## src/design/esid_pkg.sv

```systemverilog
// Shared definitions for the encoder speed and integral drive block:
// field widths, register reset values, register indexes and the sequencer states.
// Depends on nothing else.
`timescale 1ns / 1ps

package esid_pkg;

	// Fixed field widths
	localparam int unsigned TS_W    = 32;
	localparam int unsigned SPEED_W = 32;
	localparam int unsigned CFG_W   = 16;
	localparam int unsigned INTEG_W = 48;
	localparam int unsigned DUTY_W  = 16;
	localparam int unsigned IDX_W   = 2;

	// Parameter defaults
	localparam int unsigned AVERAGE_TAPS_DEFAULT = 5;
	localparam int unsigned TIME_BITS_DEFAULT    = 32;

	// Register reset values
	localparam logic [CFG_W-1:0] SPEED_CONSTANT_RESET = 16'd2932;
	localparam logic [CFG_W-1:0] PWM_RANGE_RESET      = 16'd255;
	localparam logic             POLARITY_RESET       = 1'b0;

	// Register indexes on the configuration port
	localparam logic [IDX_W-1:0] CFG_SPEED_CONSTANT = 2'd0;
	localparam logic [IDX_W-1:0] CFG_PWM_RANGE      = 2'd1;
	localparam logic [IDX_W-1:0] CFG_POLARITY       = 2'd2;

	// Operation codes
	localparam logic OP_EDGE = 1'b0;
	localparam logic OP_TICK = 1'b1;

	// Speed saturation limits
	localparam logic [SPEED_W-1:0] SPEED_POS_LIMIT = 32'h7FFF_FFFF;
	localparam logic [SPEED_W-1:0] SPEED_NEG_LIMIT = 32'h8000_0000;

	// Integrator limits
	localparam logic [INTEG_W-1:0] INTEG_POS_LIMIT = 48'h7FFF_FFFF_FFFF;
	localparam logic [INTEG_W-1:0] INTEG_NEG_LIMIT = 48'h8000_0000_0000;

	typedef enum logic [3:0] {
		ST_IDLE,
		ST_SPD_DIV,
		ST_SPD_FIX,
		ST_PUSH,
		ST_AVG_LOAD,
		ST_AVG_DIV,
		ST_AVG_FIX,
		ST_INTEG,
		ST_DRIVE,
		ST_DONE
	} esid_state_t;

endpackage

```

## src/design/encoder_speed_integral_drive.sv

```systemverilog
// Top level of the encoder speed and integral drive block for one wheel.
// Holds the sequencer, the shared bit-serial divider and all block state.
// Depends on esid_pkg.
`timescale 1ns / 1ps

// One wheel channel. An encoder edge item (operation 0) adds its direction to
// the position count and measures speed as direction * speed_constant * 65536
// divided by the microsecond interval since the previous edge (low TIME_BITS of
// the timestamp, modulo 2^TIME_BITS), saturated to signed 32 bits; a zero
// interval gives full-scale speed of the edge's sign and a zero direction gives
// zero speed. The speed enters an AVERAGE_TAPS deep history whose running sum is
// divided by AVERAGE_TAPS, truncated toward zero, to give average_speed. A
// control tick item (operation 1) adds setpoint - average_speed to a 48-bit
// Q32.16 integrator that saturates, and then sets the drive outputs from the
// integrator's integer part clamped to pwm_range: polarity 0 puts positive drive
// on drive_b, polarity 1 on drive_a, negative drive goes to the other pin and
// the unselected pin reads 0. An integrator of exactly zero leaves both drives as
// they were. Every item returns one result with both drives, the average and the
// position. Both divisions run on one restoring divider that produces one
// quotient bit per cycle over DIV_W = 32 + clog2(AVERAGE_TAPS) bits (35 at the
// defaults). An edge item runs the speed division, then pushes the speed into
// the history and runs the average division; the speed division is skipped
// when the interval or direction is zero. A tick item needs no division.
// Items are taken one at a time: item_stall stays high while an item is in work.
// The result sits in an output register, so the next item is accepted while the
// previous result still waits on result_stall. Configuration writes take effect
// at once and are meant to be made while the block is idle.
module encoder_speed_integral_drive #(
	parameter int unsigned AVERAGE_TAPS = esid_pkg::AVERAGE_TAPS_DEFAULT,
	parameter int unsigned TIME_BITS    = esid_pkg::TIME_BITS_DEFAULT
) (
	input  logic                                clk,
	input  logic                                arst_n,
	// configuration port
	input  logic                                cfg_wr_en,
	input  logic [esid_pkg::IDX_W-1:0]          cfg_index,
	input  logic [esid_pkg::CFG_W-1:0]          cfg_data,
	// input items
	input  logic                                item_valid,
	output logic                                item_stall,
	input  logic                                operation,
	input  logic signed [1:0]                   direction,
	input  logic [esid_pkg::TS_W-1:0]           timestamp,
	input  logic signed [esid_pkg::SPEED_W-1:0] setpoint,
	// result items
	output logic                                result_valid,
	input  logic                                result_stall,
	output logic [esid_pkg::DUTY_W-1:0]         drive_a,
	output logic [esid_pkg::DUTY_W-1:0]         drive_b,
	output logic signed [esid_pkg::SPEED_W-1:0] average_speed,
	output logic signed [esid_pkg::SPEED_W-1:0] position
);
	import esid_pkg::*;

	// Width of the history sum; the divider's dividend is as wide.
	localparam int unsigned SUM_W = SPEED_W + $clog2(AVERAGE_TAPS);
	localparam int unsigned DIV_W = SUM_W;
	localparam int unsigned CNT_W = $clog2(DIV_W + 1);
	localparam int unsigned ERR_W = SPEED_W + 1;
	localparam int unsigned ACC_W = INTEG_W + 1;

	// Configuration registers
	logic [CFG_W-1:0] speed_constant_q;
	logic [CFG_W-1:0] pwm_range_q;
	logic             polarity_q;

	// Block state
	esid_state_t                 state_q, state_d;
	logic [CNT_W-1:0]            cnt_q;
	logic [SPEED_W-1:0]          edge_count_q;
	logic [TIME_BITS-1:0]        last_time_q;
	logic signed [SPEED_W-1:0]   hist_q [AVERAGE_TAPS];
	logic signed [SUM_W-1:0]     sum_q;
	logic signed [SPEED_W-1:0]   avg_q;
	logic signed [INTEG_W-1:0]   integ_q;
	logic [DUTY_W-1:0]           held_a_q;
	logic [DUTY_W-1:0]           held_b_q;
	logic                        result_valid_q;

	// Working registers of the item in flight
	logic [DIV_W-1:0]            div_n_q;
	logic [TIME_BITS-1:0]        div_r_q;
	logic [TIME_BITS-1:0]        div_d_q;
	logic                        neg_q;
	logic signed [SPEED_W-1:0]   spd_q;
	logic signed [ERR_W-1:0]     err_q;
	logic [DUTY_W-1:0]           drive_a_q;
	logic [DUTY_W-1:0]           drive_b_q;
	logic signed [SPEED_W-1:0]   average_q;
	logic signed [SPEED_W-1:0]   position_q;

	// Sequencer outputs
	logic accept;
	logic div_step;
	logic result_load;
	logic div_last;

	// Edge item decode
	logic [TIME_BITS-1:0] ts_low;
	logic [TIME_BITS-1:0] interval;
	logic [CFG_W:0]       scaled_const;

	// Divider step
	logic [TIME_BITS:0]   rem_shift;
	logic [TIME_BITS:0]   rem_diff;
	logic                 rem_ge;

	// Speed and average finishing
	logic                 quo_big;
	logic [SUM_W-1:0]     sum_mag;

	// Integrator and drive
	logic signed [ACC_W-1:0]   acc_sum;
	logic signed [INTEG_W-1:0] acc_sat;
	logic [INTEG_W-1:0]        integ_mag;
	logic [SPEED_W-1:0]        whole_mag;
	logic [DUTY_W-1:0]         duty;
	logic                      on_a;

	// ---------------------------------------------------------------------
	// Sequencer
	// ---------------------------------------------------------------------
	assign div_last = (cnt_q == CNT_W'(1));

	always_comb begin
		item_stall  = (state_q != ST_IDLE);
		div_step    = (state_q == ST_SPD_DIV) || (state_q == ST_AVG_DIV);
		result_load = (state_q == ST_DONE) && (!result_valid_q || !result_stall);
		accept      = item_valid && (state_q == ST_IDLE);
	end

	always_comb begin
		state_d = state_q;
		unique case (state_q)
			ST_IDLE: begin
				if (accept) begin
					if (operation == OP_TICK) begin
						state_d = ST_INTEG;
					end else if (direction == 2'sd0 || interval == '0) begin
						state_d = ST_PUSH;
					end else begin
						state_d = ST_SPD_DIV;
					end
				end
			end
			ST_SPD_DIV: begin
				if (div_last) begin
					state_d = ST_SPD_FIX;
				end
			end
			ST_SPD_FIX:  state_d = ST_PUSH;
			ST_PUSH:     state_d = ST_AVG_LOAD;
			ST_AVG_LOAD: state_d = ST_AVG_DIV;
			ST_AVG_DIV: begin
				if (div_last) begin
					state_d = ST_AVG_FIX;
				end
			end
			ST_AVG_FIX:  state_d = ST_DONE;
			ST_INTEG:    state_d = ST_DRIVE;
			ST_DRIVE:    state_d = ST_DONE;
			ST_DONE: begin
				if (result_load) begin
					state_d = ST_IDLE;
				end
			end
			default:     state_d = ST_IDLE;
		endcase
	end

	// ---------------------------------------------------------------------
	// Datapath logic
	// ---------------------------------------------------------------------
	assign ts_low   = timestamp[TIME_BITS-1:0];
	assign interval = ts_low - last_time_q;
	// |direction| is 1 or 2 on the division path, so the product is a shift.
	assign scaled_const = (direction == -2'sd2) ? {speed_constant_q, 1'b0}
	                                            : {1'b0, speed_constant_q};

	// One restoring step: bring down the next dividend bit, subtract if it fits.
	assign rem_shift = {div_r_q, div_n_q[DIV_W-1]};
	assign rem_diff  = rem_shift - {1'b0, div_d_q};
	assign rem_ge    = (rem_shift >= {1'b0, div_d_q});

	// A quotient of 2^31 or more saturates in either sign.
	assign quo_big = |div_n_q[DIV_W-1:SPEED_W-1];
	assign sum_mag = sum_q[SUM_W-1] ? SUM_W'(-sum_q) : SUM_W'(sum_q);

	assign acc_sum = ACC_W'(integ_q) + ACC_W'(err_q);
	always_comb begin
		if (acc_sum[ACC_W-1] != acc_sum[ACC_W-2]) begin
			acc_sat = acc_sum[ACC_W-1] ? INTEG_NEG_LIMIT : INTEG_POS_LIMIT;
		end else begin
			acc_sat = acc_sum[INTEG_W-1:0];
		end
	end

	// Truncation toward zero of the integer part is the magnitude shifted down.
	assign integ_mag = integ_q[INTEG_W-1] ? INTEG_W'(-integ_q) : INTEG_W'(integ_q);
	assign whole_mag = integ_mag[INTEG_W-1:INTEG_W-SPEED_W];
	assign duty      = (whole_mag > SPEED_W'(pwm_range_q)) ? pwm_range_q
	                                                       : whole_mag[DUTY_W-1:0];
	assign on_a      = integ_q[INTEG_W-1] ? !polarity_q : polarity_q;

	// ---------------------------------------------------------------------
	// Control and state registers
	// ---------------------------------------------------------------------
	always_ff @(posedge clk or negedge arst_n) begin
		if (!arst_n) begin
			speed_constant_q <= SPEED_CONSTANT_RESET;
			pwm_range_q      <= PWM_RANGE_RESET;
			polarity_q       <= POLARITY_RESET;
			state_q          <= ST_IDLE;
			cnt_q            <= '0;
			edge_count_q     <= '0;
			last_time_q      <= '0;
			for (int i = 0; i < AVERAGE_TAPS; i++) begin
				hist_q[i] <= '0;
			end
			sum_q            <= '0;
			avg_q            <= '0;
			integ_q          <= '0;
			held_a_q         <= '0;
			held_b_q         <= '0;
			result_valid_q   <= 1'b0;
		end else begin
			state_q <= state_d;

			if (cfg_wr_en) begin
				unique case (cfg_index)
					CFG_SPEED_CONSTANT: speed_constant_q <= cfg_data;
					CFG_PWM_RANGE:      pwm_range_q      <= cfg_data;
					CFG_POLARITY:       polarity_q       <= cfg_data[0];
					default:            ;
				endcase
			end

			if (accept && operation == OP_EDGE) begin
				edge_count_q <= edge_count_q + SPEED_W'(direction);
				last_time_q  <= ts_low;
				cnt_q        <= CNT_W'(DIV_W);
			end else if (state_q == ST_AVG_LOAD) begin
				cnt_q <= CNT_W'(DIV_W);
			end else if (div_step) begin
				cnt_q <= cnt_q - CNT_W'(1);
			end

			if (state_q == ST_PUSH) begin
				for (int i = AVERAGE_TAPS - 1; i > 0; i--) begin
					hist_q[i] <= hist_q[i-1];
				end
				hist_q[0] <= spd_q;
				sum_q     <= sum_q + SUM_W'(spd_q) - SUM_W'(hist_q[AVERAGE_TAPS-1]);
			end

			if (state_q == ST_AVG_FIX) begin
				avg_q <= neg_q ? SPEED_W'(-div_n_q[SPEED_W-1:0])
				               : SPEED_W'(div_n_q[SPEED_W-1:0]);
			end

			if (state_q == ST_INTEG) begin
				integ_q <= acc_sat;
			end

			if (state_q == ST_DRIVE && integ_q != '0) begin
				held_a_q <= on_a ? duty : '0;
				held_b_q <= on_a ? '0 : duty;
			end

			if (result_load) begin
				result_valid_q <= 1'b1;
			end else if (!result_stall) begin
				result_valid_q <= 1'b0;
			end
		end
	end

	// ---------------------------------------------------------------------
	// Working and result payload registers
	// ---------------------------------------------------------------------
	always_ff @(posedge clk) begin
		if (accept) begin
			neg_q   <= direction[1];
			// Target speed minus average, one bit wider so it cannot wrap.
			err_q   <= ERR_W'(setpoint) - ERR_W'(avg_q);
			div_n_q <= DIV_W'({scaled_const, 16'h0000});
			div_r_q <= '0;
			div_d_q <= interval;
			if (direction == 2'sd0) begin
				spd_q <= '0;
			end else begin
				spd_q <= direction[1] ? SPEED_NEG_LIMIT : SPEED_POS_LIMIT;
			end
		end else if (div_step) begin
			div_r_q <= rem_ge ? rem_diff[TIME_BITS-1:0] : rem_shift[TIME_BITS-1:0];
			div_n_q <= {div_n_q[DIV_W-2:0], rem_ge};
		end else if (state_q == ST_SPD_FIX) begin
			if (quo_big) begin
				spd_q <= neg_q ? SPEED_NEG_LIMIT : SPEED_POS_LIMIT;
			end else begin
				spd_q <= neg_q ? SPEED_W'(-div_n_q[SPEED_W-1:0])
				               : SPEED_W'(div_n_q[SPEED_W-1:0]);
			end
		end else if (state_q == ST_AVG_LOAD) begin
			neg_q   <= sum_q[SUM_W-1];
			div_n_q <= sum_mag;
			div_r_q <= '0;
			div_d_q <= TIME_BITS'(AVERAGE_TAPS);
		end

		if (result_load) begin
			drive_a_q  <= held_a_q;
			drive_b_q  <= held_b_q;
			average_q  <= avg_q;
			position_q <= edge_count_q;
		end
	end

	assign result_valid  = result_valid_q;
	assign drive_a       = drive_a_q;
	assign drive_b       = drive_b_q;
	assign average_speed = average_q;
	assign position      = position_q;

endmodule

```

## config.mk

```make
export PLATFORM = sky130hd
export DESIGN_NAME = encoder_speed_integral_drive
export DESIGN_NICKNAME = d
export VERILOG_FILES = /design/src/design/esid_pkg.sv /design/src/design/encoder_speed_integral_drive.sv
export SDC_FILE = /design/constraint.sdc
export NUM_CORES = 2
export LEC_CHECK = 0
export BUFFER_PORTS_ARGS = -buffer_cell sky130_fd_sc_hd__buf_2
export CAP_MARGIN = 30
export CORE_MARGIN = 10
export CORE_UTILIZATION = 35
export CTS_BUF_LIST = sky130_fd_sc_hd__clkbuf_4 sky130_fd_sc_hd__clkbuf_8 sky130_fd_sc_hd__clkbuf_16
export CTS_CLUSTER_DIAMETER = 100
export DETAILED_ROUTE_END_ITERATION = 8
export PLACE_DENSITY_LB_ADDON = 0.1
export SYNTH_ARGS = -nofsm -noshare
export SYNTH_HDL_FRONTEND = slang
export SYNTH_SLANG_ARGS = --single-unit
```

## constraint.sdc

```tcl
create_clock -name clk -period 9.1 [get_ports clk]
set_input_delay 0.455 -clock clk [delete_from_list [all_inputs] [get_ports clk]]
set_output_delay 0.455 -clock clk [all_outputs]
set_load 0.01 [all_outputs]
```

== Word level (Yosys, flattened, before mapping) ==
Index checks and enable logic that the tools add are counted.

* Register bits: 676
* Input port bits: 90

* Add/subtract/negate cells: 11
* $lt $le $gt $ge: 2
* Equality and inequality tests: 23
* Mux-type cells: 45
* Bitwise logic cells: 1
* Reduce and logical (&&, ||, !) cells: 31

{| class="wikitable"
|+ Operators by type and width
! kind !! count
|-
| $mux W32 || 16
|-
| $mux W48 || 3
|-
| $mux W35 || 4
|-
| $sub A32 B32 Y32 || 2
|-
| $add A48 B33 Y49 || 1
|-
| $mux W16 || 3
|-
| $neg A48 Y48 || 1
|-
| $reduce_bool A48 Y1 || 1
|-
| $pmux W4 S9 || 1
|-
| $add A35 B32 Y35 || 1
|-
| $neg A35 Y35 || 1
|-
| $sub A35 B32 Y35 || 1
|-
| $ge A33 B32 Y1 || 1
|-
| $mux W33 || 1
|-
| $sub A32 B32 Y33 || 1
|-
| $add A32 B32 Y32 || 1
|-
| $gt A32 B16 Y1 || 1
|-
| $logic_not A32 Y1 || 1
|-
| $neg A32 Y32 || 1
|-
| $mux W6 || 3
|-
| $mux W17 || 1
|-
| $eq A4 B3 Y1 const B || 4
|-
| $mux W4 || 4
|-
| $ne A2 B2 Y1 const B || 7
|-
| other kinds (27) || 52
|}

== Logic depth before layout (Yosys ltp) ==
* Word-level depth: 7
* Depth in mapped cells: 19

== Worst setup path before layout ==
No wires, ideal clock.

* Path kind: reg2reg
* From: reg state_q[1]
* To: reg average_q[0] (netlist: average_speed[0]) (enable)
* Setup time: 0.582 ns
* Arrival: 5.257 ns
* Required time: 8.518 ns
* Path slack: 3.261 ns
* Cell stages (with the launch flop): 3
* Buffers on the path: 0
* Path through: dfrtp_1 -> nand4bb_1 -> a21oi_1

* Longest elaborated chain between the ends: 2

{| class="wikitable"
|+ Ends and longest elaborated chain
! item !! line !! source
|-
| start, declared || encoder_speed_integral_drive.sv:68 || <nowiki>esid_state_t state_q, state_d;</nowiki>
|-
| start signal, assigned || encoder_speed_integral_drive.sv:227 || <nowiki>state_q <= state_d;</nowiki>
|-
| $eq A4 B4 Y1 || encoder_speed_integral_drive.sv:128 || <nowiki>result_load = (state_q == ST_DONE) && (!result_valid_q || !result_stall);</nowiki>
|-
| $logic_and A1 B1 Y1 || encoder_speed_integral_drive.sv:128 ||
|-
| named net result_load || encoder_speed_integral_drive.sv:95 || <nowiki>logic result_load;</nowiki>
|-
| end signal, assigned || encoder_speed_integral_drive.sv:314 || <nowiki>average_q <= avg_q;</nowiki>
|-
| end, declared || encoder_speed_integral_drive.sv:89 || <nowiki>logic signed [SPEED_W-1:0] average_q;</nowiki>
|}

The timed path passes the listed nets, and every way through them passes these cells.
A chain may end at the register's enable or synchronous reset.

== Worst setup path in the final report ==
* From: reg integ_q[2]
* To: reg held_b_q[0]

* Longest elaborated chain between the ends: 5
* Elaborated cells on any way between the ends: 7
* Those cells by class: add/sub: 1; order compare: 1; mux: 3; reduce/logical: 2

{| class="wikitable"
|+ Ends and longest elaborated chain
! item !! line !! source
|-
| start, declared || encoder_speed_integral_drive.sv:75 || <nowiki>logic signed [INTEG_W-1:0] integ_q;</nowiki>
|-
| start signal, assigned || encoder_speed_integral_drive.sv:262 || <nowiki>integ_q <= acc_sat;</nowiki>
|-
| $neg A48 Y48 || encoder_speed_integral_drive.sv:199 || <nowiki>assign integ_mag = integ_q[INTEG_W-1] ? INTEG_W'(-integ_q) : INTEG_W'(integ_q);</nowiki>
|-
| $mux W48 || encoder_speed_integral_drive.sv:199 ||
|-
| $gt A32 B16 Y1 || encoder_speed_integral_drive.sv:201 || <nowiki>assign duty = (whole_mag > SPEED_W'(pwm_range_q)) ? pwm_range_q</nowiki>
|-
| $mux W16 || encoder_speed_integral_drive.sv:201 ||
|-
| $mux W16 || encoder_speed_integral_drive.sv:267 || <nowiki>held_b_q <= on_a ? '0 : duty;</nowiki>
|-
| end signal, assigned || encoder_speed_integral_drive.sv:267 ||
|-
| end, declared || encoder_speed_integral_drive.sv:77 || <nowiki>logic [DUTY_W-1:0] held_b_q;</nowiki>
|}

Parallel ways exist; a longest one is shown, timed or not.

==> metrics list <==
- After detailed routing, the number of vias per cell comes to approximately 5.1.
- Fill count: around 11000
- The compound-gate portion of the synthesized area was 0.171.
* Cell leakage power: 20.5 nW
- I/O Buffers: 187
* Max Fanout on Critical Path: 16
- The most numerous cell type found on the critical path is sky130_fd_sc_hd__nand4_1.
- Leaving out fill and tap cells, the most frequent cell in the layout is sky130_fd_sc_hd__nand2_1.
- RSZ-0062 raised after global routing: false
- Vias in the first global route: 30098
- First-pass GRT wire length: 179000 um
* Number of rows in the core area: 122
- Nets: 4788
- Detailed-routing wirelength on met1: 54700 um
- Worst-case headroom to the max-slew limit: 0.350
* Width of the chip: 355 um
* Multiplexer area fraction after synthesis: 0.0233
* Setup violations, final: 0
* Ratio of cells with drive above 1 in the final layout: 0.108
- Internal power comes to 10.5 mW.
- By area, the combinational part of the netlist is dominated by compound AO/OA/AOI/OAI gates.
- Overall via count from detail_route: 30641
- Total detailed-routing wirelength: around 110000 um
- Detailed route wirelength on metal3: 5540 um
- Portion of the clock cycle consumed by the worst path in the final layout: 0.555
- Area of combinational cells with multiple inputs: 0.0198 sq mm
- The cell area that synthesis handed to floorplanning was 0.0394 sq mm.
- Post-synth net total: 4635
* Startpoint of the worst setup timing path: integ_q[2]$_DFFE_PN0P_
* Fraction of registers with async set/reset: 0.614
- Inserted Clock Buffers: 83
- Post-synthesis cell type count: 90
* Placer's final routability congestion estimate: 0.843
- Beginning of the worst hold path: timestamp[27]
* Area share of and/or/nand/nor cells after synthesis: 0.156
- Final hold violations: 0
* Transition at the pin with the smallest max-transition slack: 972 ps
- Startpoint type of the worst setup path: flip-flop
- The worst setup path is captured at a flip-flop.
* Number of detailed-route iterations in the first pass: 8
* Remaining number of nets flagged by the antenna check after routing: 0
- Across every metal layer, demand over resource in global routing totals 0.178.
- Final hold analysis gives a worst-case slack of between 40 and 50 ps.
* Number of levels the H-tree was split into: 3
* Worst endpoint required time: just under 10000 ps
- Min Tclk post-route: around 5100 ps
- Prior to clock tree synthesis, the placed netlist has a worst setup slack of 4080 ps.
* Starting Density: 0.354
- The share of total power dissipated in combinational logic is 0.533.
* Number of cells produced by synthesis: 4277
- The setup path with the least slack is of type flip-flop to flip-flop.
- After clock tree synthesis, the clock-pin slew on the worst setup and hold paths is 60 ps.
- Total power: 19.0 mW
- Xor and xnor fraction of the mapped netlist area: 0.0581
- Worst r2r src: integ_q[2]$_DFFE_PN0P_
- The largest single stage delay on the critical path is approximately 600 ps.
- Post-synthesis adder-cell area fraction: 0.0926
- The flow ran to the end, and the final reports show no timing, DRC or antenna violations.
- Core utilization of the finished layout: 0.405
- Max capacitance violation total: 0
- The signal on the critical path passes through nor4_1, nand4_1, or3_1, or4_4, o21ai_0, xnor2_1, ha_1, nand4_1, or2_2, o22ai_1, nand4_1, nor4_2, o211ai_4, mux2_4, o21ai_1.
- Clock sink total: 676
- After detailed routing, the average wire length per cell comes to 18.9 um.
* Highest ir drop seen on vdd: 0.219 mV
- For the final database, setup skew stands at roughly 32 ps.
- Yosys mapped a number of flops with a built-in enable equal to 211.
- Detailed routing placed a total of 50500 um of wire on met2.
- Per-instance average area after synthesis: 9.21 sq um
- STA puts the critical path data arrival time at around 5600 ps.
- Timing would allow up to 0.198 GHz.
* Vertical die dimension: roughly 360 um
- In the final layout, flip-flops and latches occupy around 0.018 sq mm.
- Total count of max-transition violations in the final report: 0
* Top metal layer carrying routed signals: met5
- Deepest clock path buffer count: 3
* Path category of the worst min-delay check: input port to flip-flop
* Initial antenna violation count: 7
* Half-perimeter wire length of the detailed placement result: 84800 um
- Switching pwr: 8.45 mW
- Synth warn: 0
- The total overflow left after global routing is 0.
* Most frequent cells in the layout: sky130_fd_sc_hd__nand2_1, sky130_fd_sc_hd__o21ai_0, sky130_fd_sc_hd__dfrtp_1
* Maximum number of pins on one net before global-route repair: 94
- The first routing iteration left 2223 violations.
- For this run, the register share of the synthesized area comes to 0.451.
* Switching Share: 0.446
- Yosys reg bits: 676
* Signed area change from the synthesized netlist to the final layout: 14.2%
- Predominant post-synthesis flop cell: sky130_fd_sc_hd__dfrtp_1
* Standard cell core area: about 0.11 sq mm
- Final worst-path setup slack: between 4000 and 5000 ps
* I/O pin total: roughly 190
* Share of total power in the clock network: 0.179
- Root buffer cell: sky130_fd_sc_hd__clkbuf_16
* Count of instances resized after the clock tree is built: 0
* Clock latency on the worst-skew pair: 670 ps
- For this run, design rule violations remaining after detail routing come to 0.
* Clock tree from TritonCTS: done
- Sequential share of power: 0.289
- Pwr dens: 422 mW/mm^2
* Setup TNS: 0 ps
- The die covers around 0.13 sq mm.
* Cell with the biggest individual delay on the critical path: sky130_fd_sc_hd__or3_1
-- cells in the mapped netlist (8+ instances only) --
| cell type | instances | area, sq um |
|---|---|---|
| sky130_fd_sc_hd__dfrtp_1 | 400 | 10000 |
| sky130_fd_sc_hd__fa_1 | 39 | 781 |
| sky130_fd_sc_hd__a222oi_1 | 15 | 150 |
| sky130_fd_sc_hd__o2111ai_1 | 11 | 96.3 |
| sky130_fd_sc_hd__edfxtp_1 | 211 | 6340 |
| sky130_fd_sc_hd__nor4_1 | 22 | 138 |
| sky130_fd_sc_hd__xor2_1 | 85 | 744 |
| sky130_fd_sc_hd__xnor2_1 | 176 | 1540 |
| sky130_fd_sc_hd__nand4_1 | 33 | 206 |
| sky130_fd_sc_hd__nor3b_1 | 8 | 60.1 |
| sky130_fd_sc_hd__mux2_2 | 41 | 462 |
| sky130_fd_sc_hd__a21oi_1 | 209 | 1050 |
| sky130_fd_sc_hd__o21ai_1 | 25 | 125 |
| sky130_fd_sc_hd__mux2i_1 | 44 | 440 |
| sky130_fd_sc_hd__nor2_1 | 229 | 860 |
| sky130_fd_sc_hd__and3_1 | 22 | 138 |
| sky130_fd_sc_hd__o31ai_1 | 35 | 263 |
| sky130_fd_sc_hd__o21a_1 | 32 | 240 |
| sky130_fd_sc_hd__o21bai_1 | 29 | 218 |
| sky130_fd_sc_hd__nand2b_1 | 30 | 188 |
| sky130_fd_sc_hd__a21o_1 | 108 | 811 |
| sky130_fd_sc_hd__a22oi_1 | 15 | 113 |
| sky130_fd_sc_hd__nor2b_1 | 34 | 213 |
| sky130_fd_sc_hd__a31oi_1 | 29 | 181 |
| sky130_fd_sc_hd__and2_1 | 18 | 113 |
| sky130_fd_sc_hd__nand2_1 | 790 | 2970 |
| sky130_fd_sc_hd__o211ai_1 | 18 | 135 |
| sky130_fd_sc_hd__or4_1 | 20 | 150 |
| sky130_fd_sc_hd__clkbuf_1 | 167 | 627 |
| sky130_fd_sc_hd__a21boi_0 | 9 | 67.6 |
| sky130_fd_sc_hd__inv_1 | 323 | 1210 |
| sky130_fd_sc_hd__buf_1 | 9 | 33.8 |
| sky130_fd_sc_hd__dfstp_2 | 15 | 394 |
| sky130_fd_sc_hd__a211oi_1 | 31 | 233 |
| sky130_fd_sc_hd__or2_2 | 12 | 75.1 |
| sky130_fd_sc_hd__ha_1 | 229 | 2870 |
| sky130_fd_sc_hd__nand3_1 | 68 | 340 |
| sky130_fd_sc_hd__o21ai_0 | 411 | 2060 |
| sky130_fd_sc_hd__o22ai_1 | 14 | 87.6 |
| sky130_fd_sc_hd__or3_1 | 29 | 181 |
| sky130_fd_sc_hd__a221oi_1 | 14 | 123 |
| sky130_fd_sc_hd__dfxtp_1 | 50 | 1000 |
| sky130_fd_sc_hd__o41ai_1 | 10 | 87.6 |
| sky130_fd_sc_hd__nor3_1 | 51 | 255 |
-- per-stage QoR --
step	instance area [sq um]	std cells
detailed placement	42000	5813
floorplan	39400	4277
CTS	44900	5984
global route	45000	5987
global placement	41900	5808
finish	45000	5991
-- state kept, by name (all words and copies together), names as in the netlist, 32 cells and up --
name	flops
div_d_q	32
sum_q	35
div_n_q	35
hist_q	160
spd_q	32
err_q	33
edge_count_q	32
position	32
avg_q	32
integ_q	48
div_r_q	32
last_time_q	32
average_speed	32
-- worst paths after layout --
kind	endpoint	slack, ps	depth (start not counted)
setup / recovery	held_b_q[0]$_DFFE_PN0P_	4050	15
hold / removal	last_time_q[27]$_DFFE_PN0P_	40	3
setup reg to reg	held_b_q[0]$_DFFE_PN0P_	4050	15
hold reg to reg	average_speed[12]$_DFFE_PP_	420	0
max in group asynchronous	hist_q[24]$_DFFE_PN0P_	6850	4
min in group asynchronous	edge_count_q[28]$_DFFE_PN0P_	320	2
-- layer usage --
metal	up-vias	track usage
li1	15237	-
met5	-	0
met4	2	0.0506
met3	130	0.0298
met1	14622	0.251
met2	650	0.278
-- logic make-up after synthesis --
family	after synthesis
AOI/OAI and AO/OA	1087
and+or+nand+nor	1394
adders and majority gates	268
xor gates and xnor gates	261
DFF	676
muxes	86
buffers and inverters	505
-- layout make-up --
cell class              instances  area share
multi-input cells            3096       0.441
flip-flops and latches        676       0.394
clock buffers                 111      0.0526
well taps                    1488      0.0414
repair buffers                250      0.0341
inverters                     323      0.0270
clock inverters                42     0.00954
diodes                          5    0.000278
-- what timing repair did --
action                                  CTS  global route
endpoints found under the setup margin    0             0
hold endpoints to repair                 87             0
hold buffers                             18             0
buffers inserted                          0             0
-- critical path, delay by kind of cell (launching register included) --
family	cells	cell delay, ps
AOI/OAI and AO/OA	4	860
xor gates and xnor gates	1	130
adders and majority gates	1	330
DFF	1	400
muxes	1	400
and+or+nand+nor	8	2840
-- power by group through the flow --
stage	clock (mW)	combinational, mW	sequential (mW)
final	3.39	10.1	5.48
after floorplan	0	7.72	5.11
after global routing	3.62	11.5	5.64
after detailed placement	0	10.1	5.54
after CTS	3.49	10.2	5.49
after global placement	0	10.1	5.52
Note: power is estimated with default switching activity, not from simulation.
